<file path="src/hw/rtl/rgb_to_hsv_converter_unit_defines.svh">
// assertion helpers used by the converter top module
`ifndef RGB_TO_HSV_CONVERTER_UNIT_DEFINES_SVH
`define RGB_TO_HSV_CONVERTER_UNIT_DEFINES_SVH

// consequent checked in the same cycle as the antecedent
`define RHC_ASSERT_SAME(lbl, ante, cons, msg) \
    lbl: assert property (@(posedge i_clk) disable iff (!i_rst_n) (ante) |-> (cons)) \
        else $error(msg);

// consequent checked in the cycle after the antecedent
`define RHC_ASSERT_NEXT(lbl, ante, cons, msg) \
    lbl: assert property (@(posedge i_clk) disable iff (!i_rst_n) (ante) |=> (cons)) \
        else $error(msg);

`endif

</file>
<file path="src/hw/rtl/rhc_pkg.sv">
`default_nettype none

package rhc_pkg;

    typedef enum logic [1:0] {
        SEC_RED,
        SEC_GREEN,
        SEC_BLUE,
        SEC_GREY
    } t_sector;

    localparam int HUE_W   = 15;
    localparam int SAT_W   = 13;
    localparam int VAL_W   = 8;
    localparam int OUT_W   = 40;

    // quotient layout of the two dividers
    localparam int SAT_Q_W    = 13;
    localparam int HUE_INT    = 4;
    localparam int HUE_FRAC   = 8;
    localparam int HUE_Q_W    = HUE_INT + HUE_FRAC;
    localparam int DIV_STAGES = SAT_Q_W;

    localparam logic [15:0] HUE_GREEN_BASE = 16'd7680;
    localparam logic [15:0] HUE_BLUE_BASE  = 16'd15360;
    localparam logic [15:0] HUE_FULL_TURN  = 16'd23040;

endpackage

`default_nettype wire

</file>
<file path="src/hw/rtl/rhc_front.sv">
`default_nettype none

module rhc_front
    import rhc_pkg::*;
#(
    parameter int CB = 8,
    parameter int PW = 3 * CB + 7
) (
    input  wire logic          i_clk,
    input  wire logic          i_rst_n,
    input  wire logic          i_valid,
    output logic               o_ready,
    input  wire logic [CB-1:0] i_red,
    input  wire logic [CB-1:0] i_green,
    input  wire logic [CB-1:0] i_blue,
    output logic               o_valid,
    input  wire logic          i_ready,
    output logic [PW-1:0]      o_data   // hi, delta, 15*|diff|, neg, sector
);

    logic [CB-1:0]        hi;
    logic [CB-1:0]        lo;
    logic [CB-1:0]        delta;
    t_sector              sector;
    logic signed [CB:0]   diff;
    logic                 neg;
    logic [CB-1:0]        mag;
    logic [CB+3:0]        x15;

    logic                 r_vld;
    logic [PW-1:0]        r_data;

    always_comb begin
        hi = i_red;
        lo = i_red;
        if (i_green > hi) hi = i_green;
        if (i_blue > hi) hi = i_blue;
        if (i_green < lo) lo = i_green;
        if (i_blue < lo) lo = i_blue;
        delta = hi - lo;

        // ties go to red, then green
        if (delta == '0) begin
            sector = SEC_GREY;
        end else if (hi == i_red) begin
            sector = SEC_RED;
        end else if (hi == i_green) begin
            sector = SEC_GREEN;
        end else begin
            sector = SEC_BLUE;
        end

        unique case (sector)
            SEC_RED:   diff = $signed({1'b0, i_green}) - $signed({1'b0, i_blue});
            SEC_GREEN: diff = $signed({1'b0, i_blue}) - $signed({1'b0, i_red});
            SEC_BLUE:  diff = $signed({1'b0, i_red}) - $signed({1'b0, i_green});
            default:   diff = '0;
        endcase

        neg = diff[CB];
        mag = neg ? CB'(-diff) : diff[CB-1:0];
        // 3840 = 15 * 256, the 256 comes out of the fractional divide steps
        x15 = ({4'b0, mag} << 4) - {4'b0, mag};
    end

    assign o_ready = !r_vld || i_ready;

    always_ff @(posedge i_clk) begin
        if (!i_rst_n) begin
            r_vld <= 1'b0;
        end else if (o_ready) begin
            r_vld <= i_valid;
        end
    end

    always_ff @(posedge i_clk) begin
        if (i_valid && o_ready) begin
            r_data <= {sector, neg, x15, delta, hi};
        end
    end

    assign o_valid = r_vld;
    assign o_data  = r_data;

endmodule

`default_nettype wire

</file>
<file path="src/hw/rtl/rhc_fifo.sv">
`default_nettype none

module rhc_fifo
    import rhc_pkg::*;
#(
    parameter int W     = 31,
    parameter int DEPTH = 2
) (
    input  wire logic         i_clk,
    input  wire logic         i_rst_n,
    input  wire logic         i_valid,
    output logic              o_ready,
    input  wire logic [W-1:0] i_data,
    output logic              o_valid,
    input  wire logic         i_ready,
    output logic [W-1:0]      o_data
);

    localparam int AW = (DEPTH > 1) ? $clog2(DEPTH) : 1;
    localparam int CW = $clog2(DEPTH + 1);

    logic [W-1:0]  r_mem [DEPTH];
    logic [AW-1:0] r_wptr;
    logic [AW-1:0] r_rptr;
    logic [CW-1:0] r_cnt;
    logic          push;
    logic          pop;

    assign o_ready = (r_cnt != CW'(DEPTH));
    assign o_valid = (r_cnt != '0);
    assign push    = i_valid && o_ready;
    assign pop     = o_valid && i_ready;
    assign o_data  = r_mem[r_rptr];

    always_ff @(posedge i_clk) begin
        if (!i_rst_n) begin
            r_wptr <= '0;
            r_rptr <= '0;
            r_cnt  <= '0;
        end else begin
            if (push) begin
                r_wptr <= (r_wptr == AW'(DEPTH - 1)) ? '0 : r_wptr + 1'b1;
            end
            if (pop) begin
                r_rptr <= (r_rptr == AW'(DEPTH - 1)) ? '0 : r_rptr + 1'b1;
            end
            if (push && !pop) begin
                r_cnt <= r_cnt + 1'b1;
            end else if (pop && !push) begin
                r_cnt <= r_cnt - 1'b1;
            end
        end
    end

    always_ff @(posedge i_clk) begin
        if (push) begin
            r_mem[r_wptr] <= i_data;
        end
    end

endmodule

`default_nettype wire

</file>
<file path="src/hw/rtl/rhc_back.sv">
`default_nettype none

module rhc_back
    import rhc_pkg::*;
#(
    parameter int CB = 8,
    parameter int PW = 3 * CB + 7
) (
    input  wire logic          i_clk,
    input  wire logic          i_rst_n,
    input  wire logic          i_valid,
    output logic               o_ready,
    input  wire logic [PW-1:0] i_data,   // hi, delta, 15*|diff|, neg, sector
    output logic               o_valid,
    input  wire logic          i_ready,
    output logic [OUT_W-1:0]   o_data    // hue, saturation, value
);

    localparam int NS = DIV_STAGES;
    localparam int RW = CB + 5;

    logic [CB-1:0]   in_hi;
    logic [CB-1:0]   in_dlt;
    logic [CB+3:0]   in_x;
    logic            in_neg;
    t_sector         in_sec;

    logic [NS-1:0]      r_vld;
    logic [RW-1:0]      r_srem [NS];
    logic [RW-1:0]      r_hrem [NS];
    logic [SAT_Q_W-1:0] r_sq   [NS];
    logic [HUE_Q_W-1:0] r_hq   [NS];
    logic [CB-1:0]      r_hi   [NS];
    logic [CB-1:0]      r_dlt  [NS];
    logic [NS-1:0]      r_neg;
    t_sector            r_sec  [NS];

    logic [RW-1:0]      n_srem [NS];
    logic [RW-1:0]      n_hrem [NS];
    logic [SAT_Q_W-1:0] n_sq   [NS];
    logic [HUE_Q_W-1:0] n_hq   [NS];

    logic                r_out_vld;
    logic [OUT_W-1:0]    r_out_data;
    logic                adv;

    logic [15:0]         base;
    logic [15:0]         hue_full;
    logic [HUE_Q_W-1:0]  hq_last;
    logic [CB+VAL_W-1:0] hi_ext;
    logic [HUE_W-1:0]    hue;
    logic [SAT_W-1:0]    sat;
    logic [VAL_W-1:0]    val;

    assign {in_sec, in_neg, in_x, in_dlt, in_hi} = i_data;

    // whole back end moves together; stalls only when the output beat waits
    assign adv     = !r_out_vld || i_ready;
    assign o_ready = adv;

    for (genvar gs = 0; gs < NS; gs++) begin : g_stg
        logic [RW-1:0]      srem_in;
        logic [RW-1:0]      hrem_in;
        logic [SAT_Q_W-1:0] sq_in;
        logic [HUE_Q_W-1:0] hq_in;
        logic [CB-1:0]      hi_in;
        logic [CB-1:0]      dlt_in;
        logic [RW-1:0]      s_cmp;
        logic [RW-1:0]      h_cmp;
        logic [RW-1:0]      h_div;
        logic               s_ge;
        logic               h_ge;

        if (gs == 0) begin : g_head
            assign srem_in = RW'(in_dlt);
            assign hrem_in = RW'(in_x);
            assign sq_in   = '0;
            assign hq_in   = '0;
            assign hi_in   = in_hi;
            assign dlt_in  = in_dlt;
        end else begin : g_body
            assign srem_in = r_srem[gs-1];
            assign hrem_in = r_hrem[gs-1];
            assign sq_in   = r_sq[gs-1];
            assign hq_in   = r_hq[gs-1];
            assign hi_in   = r_hi[gs-1];
            assign dlt_in  = r_dlt[gs-1];
        end

        // saturation: first step gives the integer bit, the rest are fraction bits
        always_comb begin
            s_cmp      = (gs == 0) ? srem_in : (srem_in << 1);
            s_ge       = (s_cmp >= RW'(hi_in));
            n_srem[gs] = s_ge ? s_cmp - RW'(hi_in) : s_cmp;
            n_sq[gs]   = {sq_in[SAT_Q_W-2:0], s_ge};
        end

        // hue: four integer steps against a shifted divisor, then fraction steps
        always_comb begin
            if (gs < HUE_INT) begin
                h_cmp = hrem_in;
                h_div = RW'(dlt_in) << (HUE_INT - 1 - gs);
            end else begin
                h_cmp = hrem_in << 1;
                h_div = RW'(dlt_in);
            end
            h_ge = (h_cmp >= h_div);
            if (gs < HUE_Q_W) begin
                n_hrem[gs] = h_ge ? h_cmp - h_div : h_cmp;
                n_hq[gs]   = {hq_in[HUE_Q_W-2:0], h_ge};
            end else begin
                n_hrem[gs] = hrem_in;
                n_hq[gs]   = hq_in;
            end
        end
    end

    always_ff @(posedge i_clk) begin
        if (!i_rst_n) begin
            r_vld <= '0;
        end else if (adv) begin
            r_vld <= {r_vld[NS-2:0], i_valid};
        end
    end

    always_ff @(posedge i_clk) begin
        if (adv) begin
            for (int s = 0; s < NS; s++) begin
                r_srem[s] <= n_srem[s];
                r_hrem[s] <= n_hrem[s];
                r_sq[s]   <= n_sq[s];
                r_hq[s]   <= n_hq[s];
            end
            r_hi[0]  <= in_hi;
            r_dlt[0] <= in_dlt;
            r_neg[0] <= in_neg;
            r_sec[0] <= in_sec;
            for (int s = 1; s < NS; s++) begin
                r_hi[s]  <= r_hi[s-1];
                r_dlt[s] <= r_dlt[s-1];
                r_neg[s] <= r_neg[s-1];
                r_sec[s] <= r_sec[s-1];
            end
        end
    end

    always_comb begin
        hq_last = r_hq[NS-1];
        unique case (r_sec[NS-1])
            SEC_GREEN: base = HUE_GREEN_BASE;
            SEC_BLUE:  base = HUE_BLUE_BASE;
            default:   base = '0;
        endcase
        if (!r_neg[NS-1]) begin
            hue_full = base + 16'(hq_last);
        end else if (base < 16'(hq_last)) begin
            // red sector gone negative wraps once
            hue_full = base + HUE_FULL_TURN - 16'(hq_last);
        end else begin
            hue_full = base - 16'(hq_last);
        end
        hi_ext = (CB + VAL_W)'(r_hi[NS-1]);
        val    = hi_ext[VAL_W-1:0];
        if (r_sec[NS-1] == SEC_GREY) begin
            hue = '0;
            sat = '0;
        end else begin
            hue = hue_full[HUE_W-1:0];
            sat = r_sq[NS-1];
        end
    end

    always_ff @(posedge i_clk) begin
        if (!i_rst_n) begin
            r_out_vld <= 1'b0;
        end else if (adv) begin
            r_out_vld <= r_vld[NS-1];
        end
    end

    always_ff @(posedge i_clk) begin
        if (adv && r_vld[NS-1]) begin
            r_out_data <= OUT_W'({val, sat, hue});
        end
    end

    assign o_valid = r_out_vld;
    assign o_data  = r_out_data;

endmodule

`default_nettype wire

</file>
<file path="src/hw/rtl/rgb_to_hsv_converter_unit.sv">
// rgb to hsv converter, one pixel per beat
// slave stream: i_s_axis_tdata carries red, green, blue of CHANNEL_BITS each,
//   zero padded to whole bytes
// master stream: o_m_axis_tdata carries hue (15 bits, 1/64 degree),
//   saturation (13 bits, 4096 = 1.0) and value (8 bits), padded to 40 bits
// throughput: one pixel per clock unless the output stalls, set by the 13-step
//   pipelined divider that runs the saturation and hue quotients side by side,
//   one quotient bit a stage (the 12-bit hue quotient idles in the last stage);
//   beat path: classify register, 2-entry queue, divider stages, output register
// the classify stage keeps taking pixels while the back end is stalled until
//   the queue fills; a stalled output beat freezes the whole divider pipeline
// reset clears all valid bits and the queue pointers and count; nothing else needs clearing
// grey and black pixels give hue 0 and saturation 0
`default_nettype none

`include "rgb_to_hsv_converter_unit_defines.svh"

module rgb_to_hsv_converter_unit
    import rhc_pkg::*;
#(
    parameter int CHANNEL_BITS = 8
) (
    input  wire logic                                   i_clk,
    input  wire logic                                   i_rst_n,
    input  wire logic                                   i_s_axis_tvalid,
    output logic                                        o_s_axis_tready,
    // red, green, blue from bit 0 up
    input  wire logic [((3*CHANNEL_BITS+7)/8)*8-1:0]    i_s_axis_tdata,
    output logic                                        o_m_axis_tvalid,
    input  wire logic                                   i_m_axis_tready,
    // hue, saturation, value from bit 0 up
    output logic [OUT_W-1:0]                            o_m_axis_tdata
);

    localparam int CB = CHANNEL_BITS;
    localparam int PW = 3 * CB + 7;

    logic          w_f_vld;
    logic          w_f_rdy;
    logic [PW-1:0] w_f_data;
    logic          w_q_vld;
    logic          w_q_rdy;
    logic [PW-1:0] w_q_data;
    logic          w_q_pop;
    logic          w_out_stall;
    logic          w_in_acc;
    logic          w_range_ok;

    rhc_front #(
        .CB (CB),
        .PW (PW)
    ) u_front (
        .i_clk   (i_clk),
        .i_rst_n (i_rst_n),
        .i_valid (i_s_axis_tvalid),
        .o_ready (o_s_axis_tready),
        .i_red   (i_s_axis_tdata[CB-1:0]),
        .i_green (i_s_axis_tdata[2*CB-1:CB]),
        .i_blue  (i_s_axis_tdata[3*CB-1:2*CB]),
        .o_valid (w_f_vld),
        .i_ready (w_f_rdy),
        .o_data  (w_f_data)
    );

    rhc_fifo #(
        .W     (PW),
        .DEPTH (2)
    ) u_fifo (
        .i_clk   (i_clk),
        .i_rst_n (i_rst_n),
        .i_valid (w_f_vld),
        .o_ready (w_f_rdy),
        .i_data  (w_f_data),
        .o_valid (w_q_vld),
        .i_ready (w_q_rdy),
        .o_data  (w_q_data)
    );

    rhc_back #(
        .CB (CB),
        .PW (PW)
    ) u_back (
        .i_clk   (i_clk),
        .i_rst_n (i_rst_n),
        .i_valid (w_q_vld),
        .o_ready (w_q_rdy),
        .i_data  (w_q_data),
        .o_valid (o_m_axis_tvalid),
        .i_ready (i_m_axis_tready),
        .o_data  (o_m_axis_tdata)
    );

    assign w_q_pop     = w_q_vld && w_q_rdy;
    assign w_out_stall = o_m_axis_tvalid && !i_m_axis_tready;
    assign w_in_acc    = i_s_axis_tvalid && o_s_axis_tready;
    assign w_range_ok  = (o_m_axis_tdata[14:0] < 15'd23040)
                         && (o_m_axis_tdata[27:15] <= 13'd4096);

    `RHC_ASSERT_SAME(a_stall_holds_queue, w_out_stall, !w_q_pop, "queue popped while stalled")
    `RHC_ASSERT_NEXT(a_accept_lands, w_in_acc, w_f_vld, "accepted pixel not in classify stage")
    `RHC_ASSERT_SAME(a_out_range, o_m_axis_tvalid, w_range_ok, "hue or saturation out of range")

endmodule

`default_nettype wire
</file>
<file path="config.mk">
export PLATFORM = sky130hd
export DESIGN_NAME = rgb_to_hsv_converter_unit
export DESIGN_NICKNAME = d
export VERILOG_FILES = /design/src/hw/rtl/rhc_pkg.sv /design/src/hw/rtl/rhc_front.sv /design/src/hw/rtl/rhc_fifo.sv /design/src/hw/rtl/rhc_back.sv /design/src/hw/rtl/rgb_to_hsv_converter_unit.sv
export VERILOG_INCLUDE_DIRS = /design/src /design/src/hw/rtl
export SDC_FILE = /design/constraint.sdc
export NUM_CORES = 2
export LEC_CHECK = 0
export BUFFER_PORTS_ARGS = -buffer_cell sky130_fd_sc_hd__buf_2
export CORE_MARGIN = 10
export CORE_UTILIZATION = 60
export DETAILED_ROUTE_END_ITERATION = 10
export PLACE_DENSITY_LB_ADDON = 0.12
export SLEW_MARGIN = 20
export SYNTH_ARGS = -nofsm -noshare
export SYNTH_HDL_FRONTEND = slang
export SYNTH_SLANG_ARGS = --single-unit
</file>
<file path="constraint.sdc">
create_clock -name i_clk -period 57.1 [get_ports i_clk]
set_input_delay 8.565 -clock i_clk [delete_from_list [all_inputs] [get_ports i_clk]]
set_output_delay 8.565 -clock i_clk [all_outputs]
set_load 0.01 [all_outputs]
</file>
; ---- After elaboration in Yosys (flattened, before gate mapping)
; Memory sizes are Yosys's and may differ from the RTL's. A register that Yosys moved wholly into a read port is not among the register bits.
; Cells that the tools add are included.
[op_classes]
add_sub_neg = 39
n_mul = 0
n_div = 0
order_cmp = 30
n_eq_ne = 8
shift = 0
muxes = 47
bitwise_logic = 0
n_reduce_logical = 16
[ops]
columns = operator, count
row1 = 13-bit two-way mux, 25
row2 = 13-bit by 8-bit greater-or-equal comparator with 1-bit output, 21
row3 = 13-bit by 8-bit subtractor with 13-bit output, 21
row4 = 8-bit two-way mux, 5
row5 = 8-bit by 8-bit subtractor with 9-bit output, 4
row6 = 15-bit two-way mux, 2
row7 = 14-bit case mux with 2 select lines, 1
row8 = 9-bit case mux with 3 select lines, 1
row9 = 8-bit == test, 2
row10 = 8-bit > comparator, 2
row11 = 8-bit < comparator, 2
row12 = 14-bit by 12-bit adder with 15-bit output, 1
row13 = "14-bit by 15-bit adder with 15-bit output, second input constant", 1
row14 = 14-bit by 12-bit subtractor with 15-bit output, 1
row15 = 15-bit by 12-bit subtractor with 15-bit output, 1
row16 = 14-bit by 12-bit < comparator with 1-bit output, 1
row17 = 13-bit by 10-bit greater-or-equal comparator with 1-bit output, 1
row18 = 13-bit by 9-bit greater-or-equal comparator with 1-bit output, 1
row19 = 12-bit by 11-bit subtractor with 13-bit output, 1
row20 = 13-bit by 10-bit subtractor with 13-bit output, 1
row21 = 13-bit by 9-bit subtractor with 13-bit output, 1
row22 = 12-bit by 11-bit greater-or-equal comparator with 1-bit output, 1
row23 = 12-bit by 8-bit subtractor with 12-bit output, 1
row24 = 2-bit two-way mux, 5
row25 = 16 further kinds, 37
[totals]
regBits = 91
latchBits = 0
ramBits = 959
rom_bits = 0
inputBits = 28
word_cells = 157
mem_count = 8
[mem_list]
columns = name, depth, width, read_ports, rd_ports_with_merged_regs, write_ports, line
row1 = u_back.r_hrem, 13, 13, 12, 0, 13, rhc_back.sv:30  ; logic [RW-1:0] r_hrem [NS];
row2 = u_back.r_sq, 13, 13, 13, 1, 13, rhc_back.sv:31  ; logic [SAT_Q_W-1:0] r_sq [NS];
row3 = u_back.r_srem, 13, 13, 12, 0, 13, rhc_back.sv:29  ; logic [RW-1:0] r_srem [NS];
row4 = u_back.r_hq, 13, 12, 13, 0, 13, rhc_back.sv:32  ; logic [HUE_Q_W-1:0] r_hq [NS];
row5 = u_back.r_dlt, 13, 8, 12, 0, 13, rhc_back.sv:34  ; logic [CB-1:0] r_dlt [NS];
row6 = u_back.r_hi, 13, 8, 13, 1, 13, rhc_back.sv:33  ; logic [CB-1:0] r_hi [NS];
row7 = 2 more memories, n/a, n/a, n/a, n/a, n/a, n/a

; ---- Depth between registers and ports, before layout
[depth]
word_depth = 13
ltp_mapped = 44
mapped_depth_nobuf = 39

; ---- Hierarchy
; From an unflattened synthesis, not the netlist that was laid out.
[hier_totals]
hier_cells = 3571
hier_area_um2 = 43207.7
[by_module_without_submodules]
columns = mod, instances, cells_each, area_each_um2, seq_area_each_um2
row1 = rhc_back, 1, 2872, 35914.4, 22021.1
row2 = rhc_front, 1, 579, 4824.6, 950.9
row3 = rhc_fifo, 1, 120, 2468.6, 1961.9

; ---- Worst setup path after synthesis
; No wires, ideal clock.
[synth_path]
kind = input port to flip-flop
startpoint = in i_m_axis_tready
endpoint = reg u_back.r_out_data[0], in the netlist u_back.o_data[0] (enable)
setup_ns = 0.397
arrival_time_ns = 29.739
slack_ns = 26.965
stages = 4
cell_sequence = nor2b_1 inv_1 buf_1 and2_1
[synth_via]
elab_chain_cells = 2
[synth_lines]
columns = item, line
row1 = start: declaration, rgb_to_hsv_converter_unit.sv:30  ; input wire logic i_m_axis_tready,
row2 = 1-bit logical OR, rhc_back.sv:58  ; assign adv = !r_out_vld || i_ready;
row3 = 1-bit logical AND, rhc_back.sv:182  ; if (adv && r_vld[NS-1]) begin
row4 = end signal: assignment, rhc_back.sv:183  ; r_out_data <= OUT_W'({val, sat, hue});
row5 = end: declaration, rhc_back.sv:44  ; logic [OUT_W-1:0] r_out_data;
; Every way passes these cells.
; A chain may end at the register's enable or synchronous reset.

; ---- Worst setup path after layout
[layout_path]
startpoint = in i_s_axis_tdata[15]
endpoint = reg u_front.r_data[25], in the netlist u_front.o_data[25], data pin
[layout_via]
elab_chain_cells = 13
word_cells_on_any_way = 24
[layout_lines]
columns = item, line
row1 = start: declaration, rgb_to_hsv_converter_unit.sv:28  ; input wire logic [((3*CHANNEL_BITS+7)/8)*8-1:0] i_s_axis_tdata,
row2 = 8-bit > comparator, rhc_front.sv:36  ; if (i_green > hi) hi = i_green;
row3 = 8-bit two-way mux (*), rhc_front.sv:36
row4 = 8-bit > comparator, rhc_front.sv:37  ; if (i_blue > hi) hi = i_blue;
row5 = 8-bit two-way mux (*), rhc_front.sv:37
row6 = via u_front.hi[3], rhc_front.sv:21  ; logic [CB-1:0] hi;
row7 = branches (longest 3 deep; another with 8-bit subtractor), n/a
row8 = 2-bit two-way mux (*), rhc_front.sv:43  ; if (delta == '0) begin
row9 = 2-bit == test (tied with other cells), rhc_front.sv:53  ; unique case (sector)
row10 = 9-bit case mux with 3 select lines (*), rhc_front.sv:53
row11 = via u_front.diff[0], rhc_front.sv:25  ; logic signed [CB:0] diff;
row12 = 8-bit negator, rhc_front.sv:61  ; mag = neg ? CB'(-diff) : diff[CB-1:0];
row13 = 8-bit two-way mux (*), rhc_front.sv:61
row14 = 12-bit by 8-bit subtractor with 12-bit output (*), rhc_front.sv:63  ; x15 = ({4'b0, mag} << 4) - {4'b0, mag};
row15 = via u_front.x15[9], rhc_front.sv:28  ; logic [CB+3:0] x15;
row16 = end signal: assignment, rhc_front.sv:78  ; r_data <= {sector, neg, x15, delta, hi};
row17 = end: declaration, rhc_front.sv:31  ; logic [PW-1:0] r_data;
; Mark *: on every way through the listed nets, which the timed path passes.

==> impl.org <==
** Status
- Result of the run :: finished clean

** Logic synthesis
- Number of distinct library cells after synthesis :: 103
- Post-Synthesis Cell Area :: 42000 um^2
- The top cell type by area accounts for 58.4% of the synthesized area.
- Mean instance size in the synthesized netlist :: 12.5 um^2
- The synthesized netlist devotes 5.69% of its cell area to XOR and XNOR gates.
- Mux cell area share after synthesis :: 2.22%
- The biggest area contributor in the post-synthesis netlist is sky130_fd_sc_hd__edfxtp_1.
- In this run, synthesis produced a sequential element count of 837.
- During synthesis, Yosys emitted a total of 0 warnings.
- The commonest cells after synthesis are sky130_fd_sc_hd__edfxtp_1, sky130_fd_sc_hd__inv_1, sky130_fd_sc_hd__ha_1.
- Among all flip-flop cells after synthesis, the most frequent one is sky130_fd_sc_hd__edfxtp_1.
- Synthesized-area fraction occupied by adder cells :: 9.22%
- Main combinational cell family by area after synthesis :: compound AO/OA/AOI/OAI gates
- After synthesis, the cell types taking the most area are sky130_fd_sc_hd__edfxtp_1, sky130_fd_sc_hd__ha_1, sky130_fd_sc_hd__xnor2_1.
- By instance count, the leading cell after synthesis is sky130_fd_sc_hd__edfxtp_1.
- Number of synthesized flops with an enable pin :: 817
- Of the total synthesized cell area, the portion taken by AND, OR, NAND and NOR gates is 9.65%.
- Summing the areas of all compound-gate instances in the mapped netlist gives 9.90% of the synthesized area.
- Number of cells produced by synthesis :: 3374
- The share of the Yosys chip area taken by registers is 59.3%.
- In the synthesized netlist the async set-or-reset flop fraction comes to 0%.

** Pwr
- Net Sw Frac :: 33.7%
- For this design the ratio of total power to cell area is 60.0 nW/um^2.
- P_sw :: 935 uW
- Cell Int Power :: 1.84 mW
- Per report_power, the clock group accounts for 20.0% of the total.
- Part of the total power dissipated in combinational logic :: 39.2%
- Per report_power, the sequential group accounts for 40.8% of the total.
- The worst-case IR drop observed on VDD is 34.7 uV.
- Leak pwr :: 18.6 nW

** Global routing
- Entering global routing, the biggest net connects 198 pins.
- Via count of the first global-routing pass :: 25.7k
- Total global-route track usage :: 19.6%
- The initial antenna violation count is 1.
- GRT overflow :: 0
- The first global-routing pass estimated 129 mm of wire.

** Route
- Routed via count :: 25.0k
- Routed wire length :: 80.2 mm
- In this run the remaining antenna-violating nets after routing total 0.
- Final routed DRC violation total :: 0
- In the final routed layout, each cell accounts on average for 17.9 um.
- Using the TritonRoute via totals, the vias-per-cell ratio works out to 5.60.
- The first TritonRoute pass finished after 5 iterations.
- The detailed router finished its first iteration with 1410 violations.

** Die
- I/O Pins :: 70
- The floorplan step set the die height to 285 um.
- In this run the horizontal extent of the chip is 285 um.
- The core region is 69100 um^2.
- Die area :: 81000 um^2
- The floorplan has 96 rows.
- Starting density of the core :: 60.8%

** Setup path
- Kind of capture point of the worst setup path :: flop
- STA classifies the critical path startpoint as an input port.
- The worst register-to-register path begins at u_back.o_valid$_SDFFE_PN0N_.
- Maximum fanout along the worst path :: 21
- Crit path max-delay cell type :: sky130_fd_sc_hd__nor3_4
- STA puts the critical path data required time at 57.45 ns.
- At the worst endpoint, the arrival time is 18.49 ns.
- Number of cells on the worst reg-to-reg path :: 7
- Stage delay of the slowest cell on the critical path :: 0.89 ns
- The critical path is of the input port to flop type.
- In this design, the critical path's most frequently occurring cell is sky130_fd_sc_hd__inv_1.
- Flop2flop setup slack :: 52.14 ns
- Launching instance or port of the critical path :: i_s_axis_tdata[15]
- The endpoint identified for the worst register-to-register timing path is u_back.r_srem[0][34]$_DFFE_PN_.
- The most critical setup path has its endpoint at u_front.o_data[25]$_DFFE_PP_.

** Timing
- The number of hold violations in the final report was 0.
- The final-report max-slew violation count was 0.
- The worst pin sits at a relative slew slack of 30.2%.
- Final worst clock skew :: 0.0375 ns
- Achievable frequency :: 55.1 MHz
- The final critical path takes up 31.8% of the cycle.
- Fin crit period :: 18.14 ns
- Setup TNS :: 0 ns
- Setup repair after global routing left no endpoint under its margin.
- Setup violations remaining at the end of the flow were counted as 0.
- At the pin with the least slew margin, the transition time is 1.04 ns.
- In the post-route analysis, the smallest setup slack over all paths is 38.96 ns.

** Final layout
- Ratio of cells with drive above 1 in the final layout :: 8.59%
- Nets@finish :: 3791
- Layout area overhead :: 9.82%
- Final cell utilization of the core :: 66.8%
- Antenna diode instance count :: 0

** Min path
- Hold Path Class :: flop to flop

** Clock network
- Insertion delay to the later sink of the worst-skew pair :: 0.63 ns
- TritonCTS Buffers :: 87
- # hold bufs at CTS :: 0
- Root buffer cell :: sky130_fd_sc_hd__clkbuf_16
- Post-CTS timing repair inserted 0 buffers for setup.
- Number of clock sinks :: 837
- After clock tree synthesis, the clock-pin slew on the worst setup and hold paths is 0.06 ns.
- Maximum count of clock buffers along a single path :: 3
- Post-cts sizing count :: 0
- Clock tree from TritonCTS :: built
- H-tree depth reported by CTS :: 3

** Placement
- Half-perimeter wire length after detailed placement :: 58.8 mm
- During placement, the flow inserted port buffers numbering 65.
- Placer congestion estimate :: 0.886
- Worst Setup Slack post-DPL :: 38.40 ns

** Job
- Max-cap violation count :: 0
logic make-up after synthesis:
kind of cell    Yosys count
compound gates          666
xor+xnor                273
fa+ha+maj               293
buf+inv                 428
flops                   837
mux                      86
other cells               1
simple gates            790
per-stage QoR:
step | power, mW | hold WS (ns) | area (um^2) | instances
after global routing | 2.97 | 0.408 | 46100 | 4470
after floorplan | 1.96 | 0.400 | 42000 | 3377
after CTS | 2.78 | 0.409 | 46100 | 4470
after global placement | 2.16 | 0.403 | 43300 | 4313
final | 2.77 | 0.409 | 46100 | 4470
after detailed placement | 2.21 | 0.405 | 43300 | 4313
cell type report:
type	instances	area [um^2]
multi-input cells	2112	15400
fillers	4955	22900
flip-flops and latches	837	24900
well taps	931	1160
repair buffers	78	435
inverters	355	1340
clock buffers	108	2300
clock inverters	49	532
state kept, by name, indices dropped and copies added (netlist names), 26 cells and up, named ones only:
| name | count |
|---|---|
| u_back.r_sec | 26 |
| u_back.r_srem | 141 |
| u_back.r_dlt | 88 |
| u_fifo.r_mem | 62 |
| u_front.o_data | 31 |
| u_back.o_data | 36 |
| u_back.r_hq | 90 |
| u_back.r_sq | 91 |
| u_back.r_hrem | 135 |
| u_back.r_hi | 104 |
worst min path at each step:
stage	startpoint	endpoint	slack (ns)	cells after the start
after floorplan	u_back.r_hi[12][0]$_DFFE_PN_	u_back.o_data[28]$_DFFE_PP_	0.40	0
after global placement	u_back.r_sec[1][4]$_DFFE_PN_	u_back.r_sec[1][6]$_DFFE_PN_	0.40	0
after detailed placement	u_back.r_hi[12][2]$_DFFE_PN_	u_back.o_data[30]$_DFFE_PP_	0.40	0
after CTS	u_back.r_hq[2][0]$_DFFE_PN_	u_back.r_hq[2][13]$_DFFE_PN_	0.41	0
after global routing	u_back.r_sq[11][1]$_DFFE_PN_	u_back.r_sq[12][2]$_DFFE_PN_	0.41	0
final	u_back.r_sq[11][2]$_DFFE_PN_	u_back.r_sq[12][3]$_DFFE_PN_	0.41	0
power groups by stage:
stage	Combinational (mW)	Clock, mW	Sequential [mW]
6_report	1.09	0.555	1.13
5_1_grt	1.22	0.593	1.15
4_1_cts	1.08	0.566	1.13
3_5_place_dp	1.07	0	1.14
3_3_place_gp	1.03	0	1.13
2_1_floorplan	0.873	0	1.09
per-layer routing:
metal  GRT usage [%]  part of all wire [%]  vias up
li1                -                     -    12400
met1            22.3                    41    12100
met2            36.9                    53      468
met3            2.93                   3.4      167
met4            6.92                   3.2        0
met5               0                     0        -
critical path: cells and delay by family:
family | cells | cell delay [ns]
XOR/XNOR | 2 | 0.24
adder cells (fa/ha/maj) | 5 | 1.62
AND/OR/NAND/NOR | 8 | 2.75
AO/OA/AOI/OAI | 14 | 4.02
buffers and inverters | 7 | 0.77
multiplexers | 1 | 0.46
cell usage in the layout (no fill, tap or decap), drive strengths merged, types with 12 or more instances in the layout:
cell type,instances
a31oi,15
o21ai,149
o31ai,14
clkbuf,108
fa,28
a21oi,255
a211o,25
o21bai,14
dfxtp,20
and2,41
nand2,150
inv,358
a21boi,18
clkinv,32
ha,264
nor2,220
nand2b,57
nor4,33
xor2,97
nor3,50
xnor2,176
and3,17
nand4b,13
buf,78
or2,16
o21a,12
nor2b,83
mux2i,43
nand3,43
a21o,94
mux2,43
edfxtp,817
nand4,39
(Power assumes the default switching activity.)
